--- src/hw/rtl/vsp_pkg.sv ---
package vsp_pkg;

	localparam int SAMPLE_W    = 16;
	localparam int COUNT_W     = 17;
	localparam int FRAME_W     = 17;
	localparam int CH_W        = 4;
	localparam int OPCODE_W    = 3;
	localparam int CFG_INDEX_W = 3;
	localparam int CFG_DATA_W  = 17;
	localparam int OUT_CH      = 4;
	localparam int QUEUE_DEPTH = 2;

	// Command opcodes as they arrive on the command channel
	localparam logic [OPCODE_W-1:0] OP_LOAD     = 3'd0;
	localparam logic [OPCODE_W-1:0] OP_TICK     = 3'd1;
	localparam logic [OPCODE_W-1:0] OP_REWIND   = 3'd2;
	localparam logic [OPCODE_W-1:0] OP_SET_PLAY = 3'd3;
	localparam logic [OPCODE_W-1:0] OP_SEEK     = 3'd4;

	// Configuration register indexes
	localparam logic [CFG_INDEX_W-1:0] CFG_CHANNEL_COUNT = 3'd0;
	localparam logic [CFG_INDEX_W-1:0] CFG_LOOP_ENABLE   = 3'd1;
	localparam logic [CFG_INDEX_W-1:0] CFG_SKIP_FRAMES   = 3'd2;
	localparam logic [CFG_INDEX_W-1:0] CFG_SPEED         = 3'd3;
	localparam logic [CFG_INDEX_W-1:0] CFG_SAMPLE_COUNT  = 3'd4;

	typedef enum logic [2:0] {
		K_LOAD,
		K_TICK,
		K_REWIND,
		K_SET_PLAY,
		K_SEEK
	} kind_t;

	// Classified command, as queued between front and back
	typedef struct packed {
		kind_t               kind;
		logic [15:0]         addr;
		logic [SAMPLE_W-1:0] sample;
		logic                play_req;
		logic [15:0]         seek;
	} op_t;

	// Effective configuration seen by the back end
	typedef struct packed {
		logic [CH_W-1:0]     ch;
		logic [COUNT_W-1:0]  cnt;
		logic [COUNT_W-1:0]  frame_end;
		logic                loop_en;
		logic [15:0]         skip;
		logic [SAMPLE_W-1:0] speed;
	} cfg_t;

endpackage

--- src/hw/rtl/vsp_div.sv ---
module vsp_div
	import vsp_pkg::*;
(
	input  logic               clk,
	input  logic               arst_n,
	input  logic               start,
	input  logic [COUNT_W-1:0] dividend,
	input  logic [CH_W-1:0]    divisor,
	output logic               busy,
	output logic [COUNT_W-1:0] quotient
);

	localparam int STEP_W = $clog2(COUNT_W);
	localparam logic [STEP_W-1:0] LAST_STEP = STEP_W'(COUNT_W - 1);

	logic               busy_q;
	logic [STEP_W-1:0]  step_q;
	logic [COUNT_W-1:0] num_q;
	logic [CH_W-1:0]    rem_q;
	logic [CH_W-1:0]    den_q;
	logic [COUNT_W-1:0] quot_q;
	logic [CH_W:0]      trial;
	logic [CH_W:0]      diff;
	logic               ge;

	// One quotient bit per cycle, restoring
	assign trial = {rem_q, num_q[COUNT_W-1]};
	assign ge    = trial >= {1'b0, den_q};
	assign diff  = trial - {1'b0, den_q};

	always_ff @(posedge clk or negedge arst_n) begin
		if (!arst_n) begin
			busy_q <= 1'b0;
			step_q <= '0;
			quot_q <= '0;
		end else if (start) begin
			busy_q <= 1'b1;
			step_q <= '0;
		end else if (busy_q) begin
			step_q <= step_q + 1'b1;
			if (step_q == LAST_STEP) begin
				busy_q <= 1'b0;
				quot_q <= {num_q[COUNT_W-2:0], ge};
			end
		end
	end

	always_ff @(posedge clk) begin
		if (start) begin
			num_q <= dividend;
			rem_q <= '0;
			den_q <= divisor;
		end else if (busy_q) begin
			num_q <= {num_q[COUNT_W-2:0], ge};
			rem_q <= ge ? diff[CH_W-1:0] : trial[CH_W-1:0];
		end
	end

	assign busy     = busy_q;
	assign quotient = quot_q;

endmodule

--- config.mk ---
export PLATFORM = sky130hd
export DESIGN_NAME = vsp_div
export DESIGN_NICKNAME = d
export VERILOG_FILES = /design/src/hw/rtl/vsp_pkg.sv /design/src/hw/rtl/vsp_div.sv
export SDC_FILE = /design/constraint.sdc
export NUM_CORES = 1
export LEC_CHECK = 0
export BUFFER_PORTS_ARGS = -buffer_cell sky130_fd_sc_hd__buf_2
export CORE_AREA = 8 8 94 96
export CTS_CLUSTER_DIAMETER = 80
export DETAILED_ROUTE_END_ITERATION = 16
export DIE_AREA = 0 0 102 104
export PLACE_DENSITY = 0.57
export SETUP_SLACK_MARGIN = 0.05
export SKIP_LAST_GASP = 1
export SLEW_MARGIN = 20
export SYNTH_ARGS = -nofsm -noshare
export SYNTH_HDL_FRONTEND = slang
export SYNTH_SLANG_ARGS = --single-unit
--- constraint.sdc ---
create_clock -name clk -period 3.6 [get_ports clk]
set_input_delay 0.18 -clock clk [delete_from_list [all_inputs] [get_ports clk]]
set_output_delay 0.18 -clock clk [all_outputs]
set_load 0.01 [all_outputs]
==> metrics.md <==
| Metric | Value |
|---|---|
| Status | `complete, no violations` |
| Clk_lat worst skew | `0.30 ns` |
| IO Count | `42` |
| DP Area | `2420 um2` |
| Core area | `7450 um2` |
| Slew @ Worst Pin | `0.848 ns` |
| Worst Hold Slack | `0.0504 ns` |
| H-tree levels | `2` |
| Synth Area in Compound Gates | `4.72%` |
| Post-synthesis sequential area ratio | `60.6%` |
| Vias in the first global route | `1,395` |
| Synth Area in Simple Gates | `6.66%` |
| Synth cell types | `34` |
| FF/Latch Area | `1290 um2` |
| IO Port Bufs | `41` |
| Final-report setup violation count | `0` |
| Achievable clock frequency | `499 MHz` |
| Initial DRT Pass Iterations | `4` |
| Mux contribution to synthesized area | `18.5%` |
| Initial antenna violation count | `0` |
| Largest family of logic cells by synthesized area | `multiplexers` |
| Util after Layout | `34.1%` |
| First-pass GRT wire length | `7090 um` |
| Commonest non-fill, non-tap cell in the layout | `buf_2` |
| RSZ-0062 raised after global routing | `no` |
| # Post-CTS Setup Buffers | `0` |
| Critical Path Start Type | `flop` |
| Power per cell area | `514 nW/um2` |
| CP Class | `flop to flop` |
| CTS clk-pin slew, worst paths | `0.09 ns` |
| Routed wire length | `4210 um` |
| Share of layout cells above drive strength 1 | `46.0%` |
| Synth Instances | `145` |
| Adder-Cell Fraction of Synth Area | `4.48%` |
| Vias per std cell | `4.24` |
| Crit. End Element | `flop` |
| Design area | `2540 um2` |
| VDD IR max | `237 uV` |
| Clock buffer count from CTS | `5` |
| Commonest cells after routing, fill and taps aside | `buf_2 (41), mux2_2 (34), dfrtp_1 (23)` |
| Fill cell count | `785` |
| Area occupied by multi-input gates | `773 um2` |
| DRT iter0 DRCs | `24` |
| Vias | `1,235` |
| # diodes | `0` |
| Part of the cycle the worst path needs | `55.7%` |
| CTS sink cnt | `48` |
| CTS tree | `built` |
| EDFF count, synth | `21` |
| Max Clock Skew | `0.0111 ns` |
| Grt ovf | `0` |
| Crit-path max FO | `18` |
| CP cell instances | `nor2b_1 > nand2b_1 > mux2_2` |
| Critical-path top delay cell | `nand2b_1` |
| Crit-path max cell delay | `0.63 ns` |
| Arrival @ worst endpoint | `2.19 ns` |
| Asr flop ratio synth | `47.9%` |
| Die Wd | `102 um` |
| Number of placement rows | `32` |
| Top FF cell, synth | `dfrtp_1` |
| Final min period | `2.01 ns` |
| WP data required | `3.78 ns` |
| Mapped Area | `2120 um2` |
| Hold crit path type | `input port to flop` |
| CTS root buf | `clkbuf_8` |
| Syn_area_per_cell | `14.6 um2` |
| Final hold vios | `0` |
| Die area | `10,600 um2` |
| Nets | `219` |
| Clk buf depth | `2` |
| YS warnings | `0` |
| Slew Viols, Final | `0` |
| Max_cap viols | `0` |
| Setup_tns | `0 ns` |
| Slew HR | `43.5%` |
| Synthesis-to-finish area growth | `19.7%` |
| Initial core utilization | `28.5%` |
| Syn nets | `176` |
| Placer Congestion | `0.697` |
| Leak | `0.00117 uW` |
| WL per Instance | `14.5 um` |
| Residual DRC | `0` |
| ANT nets after route | `0` |
| Yosys reg bits | `48` |
| Pin count of the biggest net entering global routing | `35` |
| Post-cts resize count | `0` |
| Post-synthesis xor/xnor area fraction | `2.06%` |
| Die Y | `104 um` |
| Dpl hpwl | `2960 um` |
| All-Layer GR Usage | `8.57%` |
==> power by group <==
part	switching [uW]	total [uW]	internal [uW]
Sequential	38.3	679	641
Combinational	119	245	126
Clock	175	381	206
==> area by class of cell <==
cell class / instances / area share (%)
Sequential cell: 48 / 50.6
Multi-Input combinational cell: 83 / 30.4
Tap cell: 102 / 5.02
Timing Repair Buffer: 42 / 8.47
Inverter: 8 / 1.18
Clock inverter: 2 / 1.38
Clock buffer: 6 / 2.86
==> worst paths after layout <==
path / cells past startpoint / slack, ns / to / start
setup / recovery: 3 / 1.59 / quotient[11] / busy
hold / removal: 1 / 0.05 / den_q[3] / divisor[3]
setup reg to reg: 3 / 1.59 / quotient[11] / busy
hold reg to reg: 2 / 0.49 / rem_q[3] / rem_q[3]
max in group asynchronous: 2 / 2.82 / step_q[0] / arst_n
min in group asynchronous: 2 / 0.42 / quotient[15] / arst_n
==> worst max-delay path, delay by kind of cell, from the launching register on <==
kind	cells	cell delay, ns
muxes	1	0.42
and+or+nand+nor	2	0.87
DFF	1	0.59
==> layer usage <==
layer  GRT usage, %  vias up  part of all wire (%)
li1               -      610                     -
met1           10.4      597                    46
met2           13.7       23                    49
met3           2.74        5                   4.0
met4           3.15        0                   1.3
met5              0        -                     0
==> synth_stat cells (all sizes together), types with 3 or more instances <==
| library cell | number | area, um2 |
|---|---|---|
| or2 | 3 | 21.3 |
| mux2 | 34 | 383 |
| buf | 4 | 25.0 |
| nand2 | 3 | 11.3 |
| dfrtp | 23 | 576 |
| nand4 | 3 | 18.8 |
| edfxtp | 21 | 631 |
| xor2 | 4 | 35.0 |
| ha | 6 | 75.1 |
| nor2 | 7 | 26.3 |
| inv | 8 | 30.0 |
| dfxtp | 4 | 80.1 |
==> state kept, by name, indices dropped and copies added, names as in the netlist <==
name	flops
den_q	4
busy	1
quotient	17
step_q	5
num_q	17
rem_q	4
==> cells by family after synthesis <==
group	Yosys count
adder cells (fa/ha/maj)	7
multiplexers	35
flip-flops	48
buffers and inverters	14
XOR/XNOR	5
AO/OA/AOI/OAI	12
AND/OR/NAND/NOR	24
==> through the flow <==
step	total power, uW	worst slack (ns)	instances
floorplan	863	1.78	145
global placement	937	1.54	282
detailed placement	940	1.45	282
CTS	1330	1.52	291
global route	1380	1.45	291
finish	1310	1.59	291
==> repair_timing <==
item	4_1_cts	5_1_grt
hold buffers	1	0
endpoints found under the setup margin	0	0
hold endpoints to repair	23	0
(Power assumes the default switching activity.)
