==> src/hw/rtl/vsp_pkg.sv <==
package vsp_pkg;

	localparam int SAMPLE_W    = 16;
	localparam int COUNT_W     = 17;
	localparam int FRAME_W     = 17;
	localparam int CH_W        = 4;
	localparam int OPCODE_W    = 3;
	localparam int CFG_INDEX_W = 3;
	localparam int CFG_DATA_W  = 17;
	localparam int OUT_CH      = 4;
	localparam int QUEUE_DEPTH = 2;

	// Command opcodes as they arrive on the command channel
	localparam logic [OPCODE_W-1:0] OP_LOAD     = 3'd0;
	localparam logic [OPCODE_W-1:0] OP_TICK     = 3'd1;
	localparam logic [OPCODE_W-1:0] OP_REWIND   = 3'd2;
	localparam logic [OPCODE_W-1:0] OP_SET_PLAY = 3'd3;
	localparam logic [OPCODE_W-1:0] OP_SEEK     = 3'd4;

	// Configuration register indexes
	localparam logic [CFG_INDEX_W-1:0] CFG_CHANNEL_COUNT = 3'd0;
	localparam logic [CFG_INDEX_W-1:0] CFG_LOOP_ENABLE   = 3'd1;
	localparam logic [CFG_INDEX_W-1:0] CFG_SKIP_FRAMES   = 3'd2;
	localparam logic [CFG_INDEX_W-1:0] CFG_SPEED         = 3'd3;
	localparam logic [CFG_INDEX_W-1:0] CFG_SAMPLE_COUNT  = 3'd4;

	typedef enum logic [2:0] {
		K_LOAD,
		K_TICK,
		K_REWIND,
		K_SET_PLAY,
		K_SEEK
	} kind_t;

	// Classified command, as queued between front and back
	typedef struct packed {
		kind_t               kind;
		logic [15:0]         addr;
		logic [SAMPLE_W-1:0] sample;
		logic                play_req;
		logic [15:0]         seek;
	} op_t;

	// Effective configuration seen by the back end
	typedef struct packed {
		logic [CH_W-1:0]     ch;
		logic [COUNT_W-1:0]  cnt;
		logic [COUNT_W-1:0]  frame_end;
		logic                loop_en;
		logic [15:0]         skip;
		logic [SAMPLE_W-1:0] speed;
	} cfg_t;

endpackage

==> src/hw/rtl/vsp_queue.sv <==
module vsp_queue
	import vsp_pkg::*;
(
	input  logic clk,
	input  logic arst_n,
	input  logic push_valid,
	input  op_t  push_op,
	output logic push_ready,
	input  logic pop,
	output logic head_valid,
	output op_t  head_op
);

	localparam int PTR_W = $clog2(QUEUE_DEPTH);
	localparam int CNT_W = $clog2(QUEUE_DEPTH + 1);
	localparam logic [CNT_W-1:0] FULL = CNT_W'(QUEUE_DEPTH);
	localparam logic [PTR_W-1:0] LAST = PTR_W'(QUEUE_DEPTH - 1);

	op_t              entry_q [QUEUE_DEPTH];
	logic [PTR_W-1:0] wr_ptr_q;
	logic [PTR_W-1:0] rd_ptr_q;
	logic [CNT_W-1:0] count_q;
	logic             do_push;
	logic             do_pop;

	assign push_ready = count_q != FULL;
	assign head_valid = count_q != '0;
	assign head_op    = entry_q[rd_ptr_q];
	assign do_push    = push_valid && push_ready;
	assign do_pop     = pop && head_valid;

	always_ff @(posedge clk) begin
		if (do_push) entry_q[wr_ptr_q] <= push_op;
	end

	always_ff @(posedge clk or negedge arst_n) begin
		if (!arst_n) begin
			wr_ptr_q <= '0;
			rd_ptr_q <= '0;
			count_q  <= '0;
		end else begin
			if (do_push) wr_ptr_q <= (wr_ptr_q == LAST) ? '0 : wr_ptr_q + 1'b1;
			if (do_pop) rd_ptr_q <= (rd_ptr_q == LAST) ? '0 : rd_ptr_q + 1'b1;
			if (do_push && !do_pop) count_q <= count_q + 1'b1;
			else if (do_pop && !do_push) count_q <= count_q - 1'b1;
		end
	end

endmodule

==> config.mk <==
export PLATFORM = sky130hd
export DESIGN_NAME = vsp_queue
export DESIGN_NICKNAME = d
export VERILOG_FILES = /design/src/hw/rtl/vsp_pkg.sv /design/src/hw/rtl/vsp_queue.sv
export SDC_FILE = /design/constraint.sdc
export NUM_CORES = 1
export LEC_CHECK = 0
export ABC_AREA = 1
export BUFFER_PORTS_ARGS = -buffer_cell sky130_fd_sc_hd__buf_2
export CAP_MARGIN = 15
export CORE_UTILIZATION = 47
export DETAILED_ROUTE_END_ITERATION = 12
export PLACE_DENSITY_LB_ADDON = 0.12
export SETUP_SLACK_MARGIN = 0.05
export SKIP_LAST_GASP = 1
export SLEW_MARGIN = 25
export SYNTH_ARGS = -nofsm -noshare
export SYNTH_HDL_FRONTEND = slang
export SYNTH_SLANG_ARGS = --single-unit
==> constraint.sdc <==
create_clock -name clk -period 3.2 [get_ports clk]
set_input_delay 0.48 -clock clk [delete_from_list [all_inputs] [get_ports clk]]
set_output_delay 0.48 -clock clk [all_outputs]
set_load 0.005 [all_outputs]
==> results of run 1 <==
## state kept, by name (all words and copies together) (netlist names)
signal / cells
count_q: 2
entry_q: 104
rd_ptr_q: 1
wr_ptr_q: 1
## final cells by class
cell class / count / area [sq um] / share of cell area [%]
repair buffers: 115 / 618.1 / 12.64
inverters: 7 / 31.28 / 0.6395
multi-input cells: 174 / 694.4 / 14.20
clock inverters: 7 / 67.56 / 1.381
clock buffers: 9 / 123.9 / 2.533
flip-flops and latches: 108 / 3224 / 65.92
well taps: 105 / 131.4 / 2.686
## path summary, 6_finish.rpt
path                            cells past startpoint                  endpoint  slack, ns
worst max-delay path                                4               head_op[39]       0.88
worst min-delay path                                1   entry_q[1][5]$_DFFE_PP_       0.30
worst max register to register                      5  entry_q[0][40]$_DFFE_PP_       1.47
worst min register to register                      1    count_q[0]$_DFFE_PN0P_       0.52
max in group asynchronous                           2      rd_ptr_q$_DFFE_PN0P_       2.61
min in group asynchronous                           2    count_q[1]$_DFFE_PN0P_       0.44
## routing by layer
layer,track usage (%),vias up
li1,-,1229
met1,21.21,1146
met2,27.40,87
met3,4.106,12
met4,7.449,0
met5,0,-
## where the power goes
group	switching, mW	internal (mW)	total, mW
Combinational	0.781	0.496	1.28
Clock	0.441	0.358	0.799
Sequential	0.144	1.93	2.07
Total	1.37	2.78	4.15
## worst max-delay path: stages (launching register included)
cell,delay (ns)
dfrtp_2,0.79
buf_4,0.38
nand2_1,0.08
nand2_1,0.10
buf_2,0.11
## stage by stage
| step | utilization [%] | total power [mW] | instances |
|---|---|---|---|
| after global routing | 59.23 | 4.426 | 525 |
| after detailed placement | 56.79 | 3.420 | 508 |
| after floorplan | - | 2.884 | 300 |
| after CTS | 59.23 | 4.208 | 525 |
| after global placement | 56.79 | 3.404 | 508 |
| final | 59.23 | 4.148 | 525 |
## placed cells by master, fill, tap and decap left out, drive strengths merged
cell type	n
nand2	166
buf	114
edfxtp	104
clkbuf	9
inv	7
dfrtp	4
clkinv	4
nor2	2
nand3	2
clkinvlp	2
xnor2	1
xor2	1
nand4	1
ha	1
bufinv	1
dlygate4sd3	1
## logic make-up (layout without fill, tap and decap cells)
kind of cell	after synthesis	after routing	synth area share (%)
DFF	108	108	79.80
and+or+nand+nor	171	171	16.08
buffers and inverters	18	138	3.377
adders and majority gates	1	1	0.3097
xor gates and xnor gates	2	2	0.4338
==> out/results.ini, run 1 <==
[run_status]
status = finished, final reports clean

[synth]
ys_ff_latch = 108
synth_edf_count = 104
ys_top_cells_by_count = nand2_1 (165), edfxtp_1 (104), buf_6 (6), inv_1 (6), buf_4 (5)
postSynthCellCount = 300
yosysTopAreaCellShare_pct = 77.32
synth_area_sq_um = 4039
yosysMostFrequentCell = nand2_1
synth.area.top_cells = edfxtp_1 (77%), nand2_1 (15%), dfrtp_1 (2.5%), buf_6 (1.7%), buf_4 (0.93%)
synth_cell_types = 14
yosysSeqAreaShare_pct = 79.80
avgSynthCellArea_sq_um = 13.46
synth_flop_cell = edfxtp_1
ys_async_sr_fraction_pct = 3.704
synth.largest_area_cell = edfxtp_1
synth_nets = 357
yosysWarnings = 0

[cells_and_area]
final_nets = 472
num_antenna_cells = 0
final_layout_size_suffix_gt1_share_pct = 31.90
fill_cells = 682
design_area_sq_um = 4891
synthToLayoutAreaGrowth_pct = 21.10

[clock_tree]
h-tree-depth = 3
cts_root_buf = clkbuf_8
clockBufferDepth = 2
cts-resized-gates = 0
clk_pin_slew_worst_paths_ns = 0.10
cts_buffers = 9
clock-sinks = 108
post_cts.repair.setup_buffers = 0
cts_tree = built
hold_buffers = 1
insertion_delay_ns = 0.36

[worst_setup_path]
cp-startpoint = rd_ptr_q$_DFFE_PN0P_
required_ns = 2.72
worstReg2RegStart = count_q[0]$_DFFE_PN0P_
criticalPathCategory = register to primary output
path_max_fanout = 33
worstPathArrival_ns = 1.84
start_kind = register
cp-end-kind = primary output

[sta]
setup_viol = 0
worst_hold_slack_ns = 0.3018
relSlewSlack_pct = 57.62
period_minus_slack_ns = 2.315
setup_slack_ns = 0.8849
timing.final.crit_share_pct = 72.35
final_hold_viol_count = 0
fmax_mhz = 431.9
grt_setup_unrepaired = no
tightestPinTransition_ns = 0.6357
fin_setup_tns_ns = 0
drv_slew = 0
finClkSkew_ns = 0.009619

[drt]
drt_iter0_drc = 97
first_pass_iters = 4
viasPerCell = 4.712
wl_met2_mm = 3.392
route.detailed.drc = 0
highest_layer = met4
wl_mm = 7.246
wl_per_cell_um = 13.80
vias = 2474
ant_nets = 0
wl_met1_mm = 3.252
met3WireLength_um = 455

[global_route]
grt_max_degree = 54
antenna_found_initial = 0
grt-ovfl-total = 0
grt_pass1_vias = 2296
grt_usage_pct = 16.75
grt_pass1_wl_mm = 10.88

[die]
rows = 33
core_sq_um = 8258
die-width_um = 94.70
die_y_um = 94.70
dieArea_sq_um = 8968
start_util_pct = 48.91
io_pins = 110

[flow_run]
cap_viol_max_count = 0

[placed_design]
hpwlAfterDp_mm = 4.655
gp_congestion = 0.7017
placed_cell_area_sq_um = 4690
numPortBuffers = 109
dpl_worst_slack_ns = 1.239

[hold_path]
hold_path.class = input pin to register
hp-start = push_op[5]

[pwr]
power_density_nw_per_um2 = 848.1
power.leakage_nw = 2.125
peakVddDrop_v = 0.0003806

No activity file was read; power rests on OpenSTA's default activity.
==> inputs of run 2 (changes only) <==
==> constraint.sdc (replaced) <==
create_clock -name clk -period 2.05 [get_ports clk]
set_input_delay 0.3075 -clock clk [delete_from_list [all_inputs] [get_ports clk]]
set_output_delay 0.3075 -clock clk [all_outputs]
set_load 0.005 [all_outputs]
==> out/results.ini, run 2 (same netlist as run 1, synthesis figures left out) <==
[run_status]
status = finished, final reports clean

[clock_tree]
clk_pin_slew_worst_paths_ns = 0.10
cts_root_buf = clkbuf_8
post_cts.repair.setup_buffers = 0
cts_tree = built
cts_buffers = 9
insertion_delay_ns = 0.36
clockBufferDepth = 2
h-tree-depth = 3
clock-sinks = 108
cts-resized-gates = 0

[cells_and_area]
seqCellArea_sq_um = 3224
num_antenna_cells = 0
final_layout_size_suffix_gt1_share_pct = 31.83
final_common_cell = nand2_1
synthToLayoutAreaGrowth_pct = 21.59
largest-register = entry_q
fill_cells = 688
layout_common_cells = nand2_1 (165), buf_2 (109), edfxtp_1 (104)
reg.largest.list = entry_q x104, count_q x2
final_nets = 473
multi_input_comb_area_sq_um = 694.4
largest_reg_flops = 104

[sta]
grt_setup_unrepaired = no
drv_slew = 0
setup_viol = 0
tightestPinTransition_ns = 0.4137
final_hold_viol_count = 0
setup_slack_ns = 0.2703
timing.final.crit_share_pct = 86.81
finClkSkew_ns = 0.009319
relSlewSlack_pct = 72.42
fin_setup_tns_ns = 0
fmax_mhz = 561.9
period_minus_slack_ns = 1.780

[drt]
viasPerCell = 4.702
wl_per_cell_um = 14.12
vias = 2473
wl_mm = 7.425
ant_nets = 0
route.detailed.drc = 0
first_pass_iters = 4
drt_iter0_drc = 106

[pwr]
pwr-share-comb_pct = 31.8
seq_power_share_pct = 47.6
pwr-share-clk_pct = 20.7
power.leakage_nw = 2.138
internal-power_mw = 4.473
p_sw_mw = 2.153
power_density_nw_per_um2 = 1349
peakVddDrop_v = 0.0005889
sw_frac_of_total_pct = 32.49

[global_route]
grt-ovfl-total = 0
antenna_found_initial = 0
grt_max_degree = 54
grt_pass1_wl_mm = 11.52
grt_usage_pct = 17.60
grt_pass1_vias = 2459

[placed_design]
dpl_worst_slack_ns = 0.5139
gp_congestion = 0.7032
numPortBuffers = 109
hpwlAfterDp_mm = 4.718

[hold_path]
hold_depth = 1
hold_path.class = input pin to register

[worst_setup_path]
worstPathArrival_ns = 1.47
criticalPathCategory = register to primary output
reg2regPathDepth = 9
required_ns = 1.74
cp-end-kind = primary output
start_kind = register
path_max_fanout = 53

[die]
core_sq_um = 8258
start_util_pct = 48.91
io_pins = 110
dieArea_sq_um = 8968
die-width_um = 94.70
rows = 33
die_y_um = 94.70

[flow_run]
cap_viol_max_count = 0

-- run 2: cell count changes in the layout (fill, tap and decap cells not counted) --
cell,delta
bufinv_16,+1
clkinvlp_4,-1
clkinv_2,-2
buf_4,+2
clkinv_4,+1
buf_12,-1
clkbuf_1,+1
-- run 2: metrics by stage --
step	utilization (%)	cells	hold WS, ns	cell area [sq um]	power (mW)
6_report	59.47	526	0.1272	4911	6.626
5_1_grt	59.47	526	0.1085	4911	7.072
4_1_cts	59.47	526	0.1024	4911	6.726
3_5_place_dp	56.73	509	0.1272	4684	5.352
3_3_place_gp	56.73	509	0.1261	4684	5.296
2_1_floorplan	-	300	0.01191	4044	4.489
-- run 2: repair_timing --
item                                    4_1_cts  5_1_grt
endpoints found under the setup margin        0        0
hold buffers                                  1        0
hold endpoints to repair                      4        0
-- run 2: path summary, 6_finish.rpt --
check	from	to	slack, ns
worst max-delay path	rd_ptr_q$_DFFE_PN0P_	head_op[27]	0.27
worst min-delay path	push_op[41]	entry_q[1][41]$_DFFE_PP_	0.13
worst max register to register	count_q[0]$_DFFE_PN0P_	count_q[1]$_DFFE_PN0P_	0.48
worst min register to register	count_q[0]$_DFFE_PN0P_	count_q[0]$_DFFE_PN0P_	0.52
max in group asynchronous	arst_n	rd_ptr_q$_DFFE_PN0P_	1.62
min in group asynchronous	arst_n	wr_ptr_q$_DFFE_PN0P_	0.29
-- run 2: cell type report --
cell class	count	area share, %
Clock buffer	10	2.599
Clock inverter	6	1.809
Inverter	7	0.6369
Multi-Input combinational cell	174	14.14
Sequential cell	108	65.66
Tap cell	105	2.675
Timing Repair Buffer	116	12.48
-- run 2: worst max-delay path, stage by stage (launching register included) --
cell and delay [ns]:
dfrtp_2 0.45, inv_6 0.30, nand2_1 0.13, nand2_1 0.10, buf_2 0.11
-- run 2: layer usage --
metal / GRT usage, % / up-vias / part of all wire, %
li1: - / 1233 / -
met1: 21.94 / 1146 / 43
met2: 28.30 / 80 / 49
met3: 5.072 / 14 / 5.9
met4: 8.460 / 0 / 1.9
met5: 0 / - / 0
-- run 2: power by group through the flow --
stage | combinational (mW) | sequential [mW] | clock, mW
after detailed placement | 2.15 | 3.21 | 0
after global routing | 2.40 | 3.20 | 1.47
after global placement | 2.11 | 3.18 | 0
after floorplan | 1.31 | 3.18 | 0
final | 2.10 | 3.15 | 1.37
after CTS | 2.16 | 3.16 | 1.41
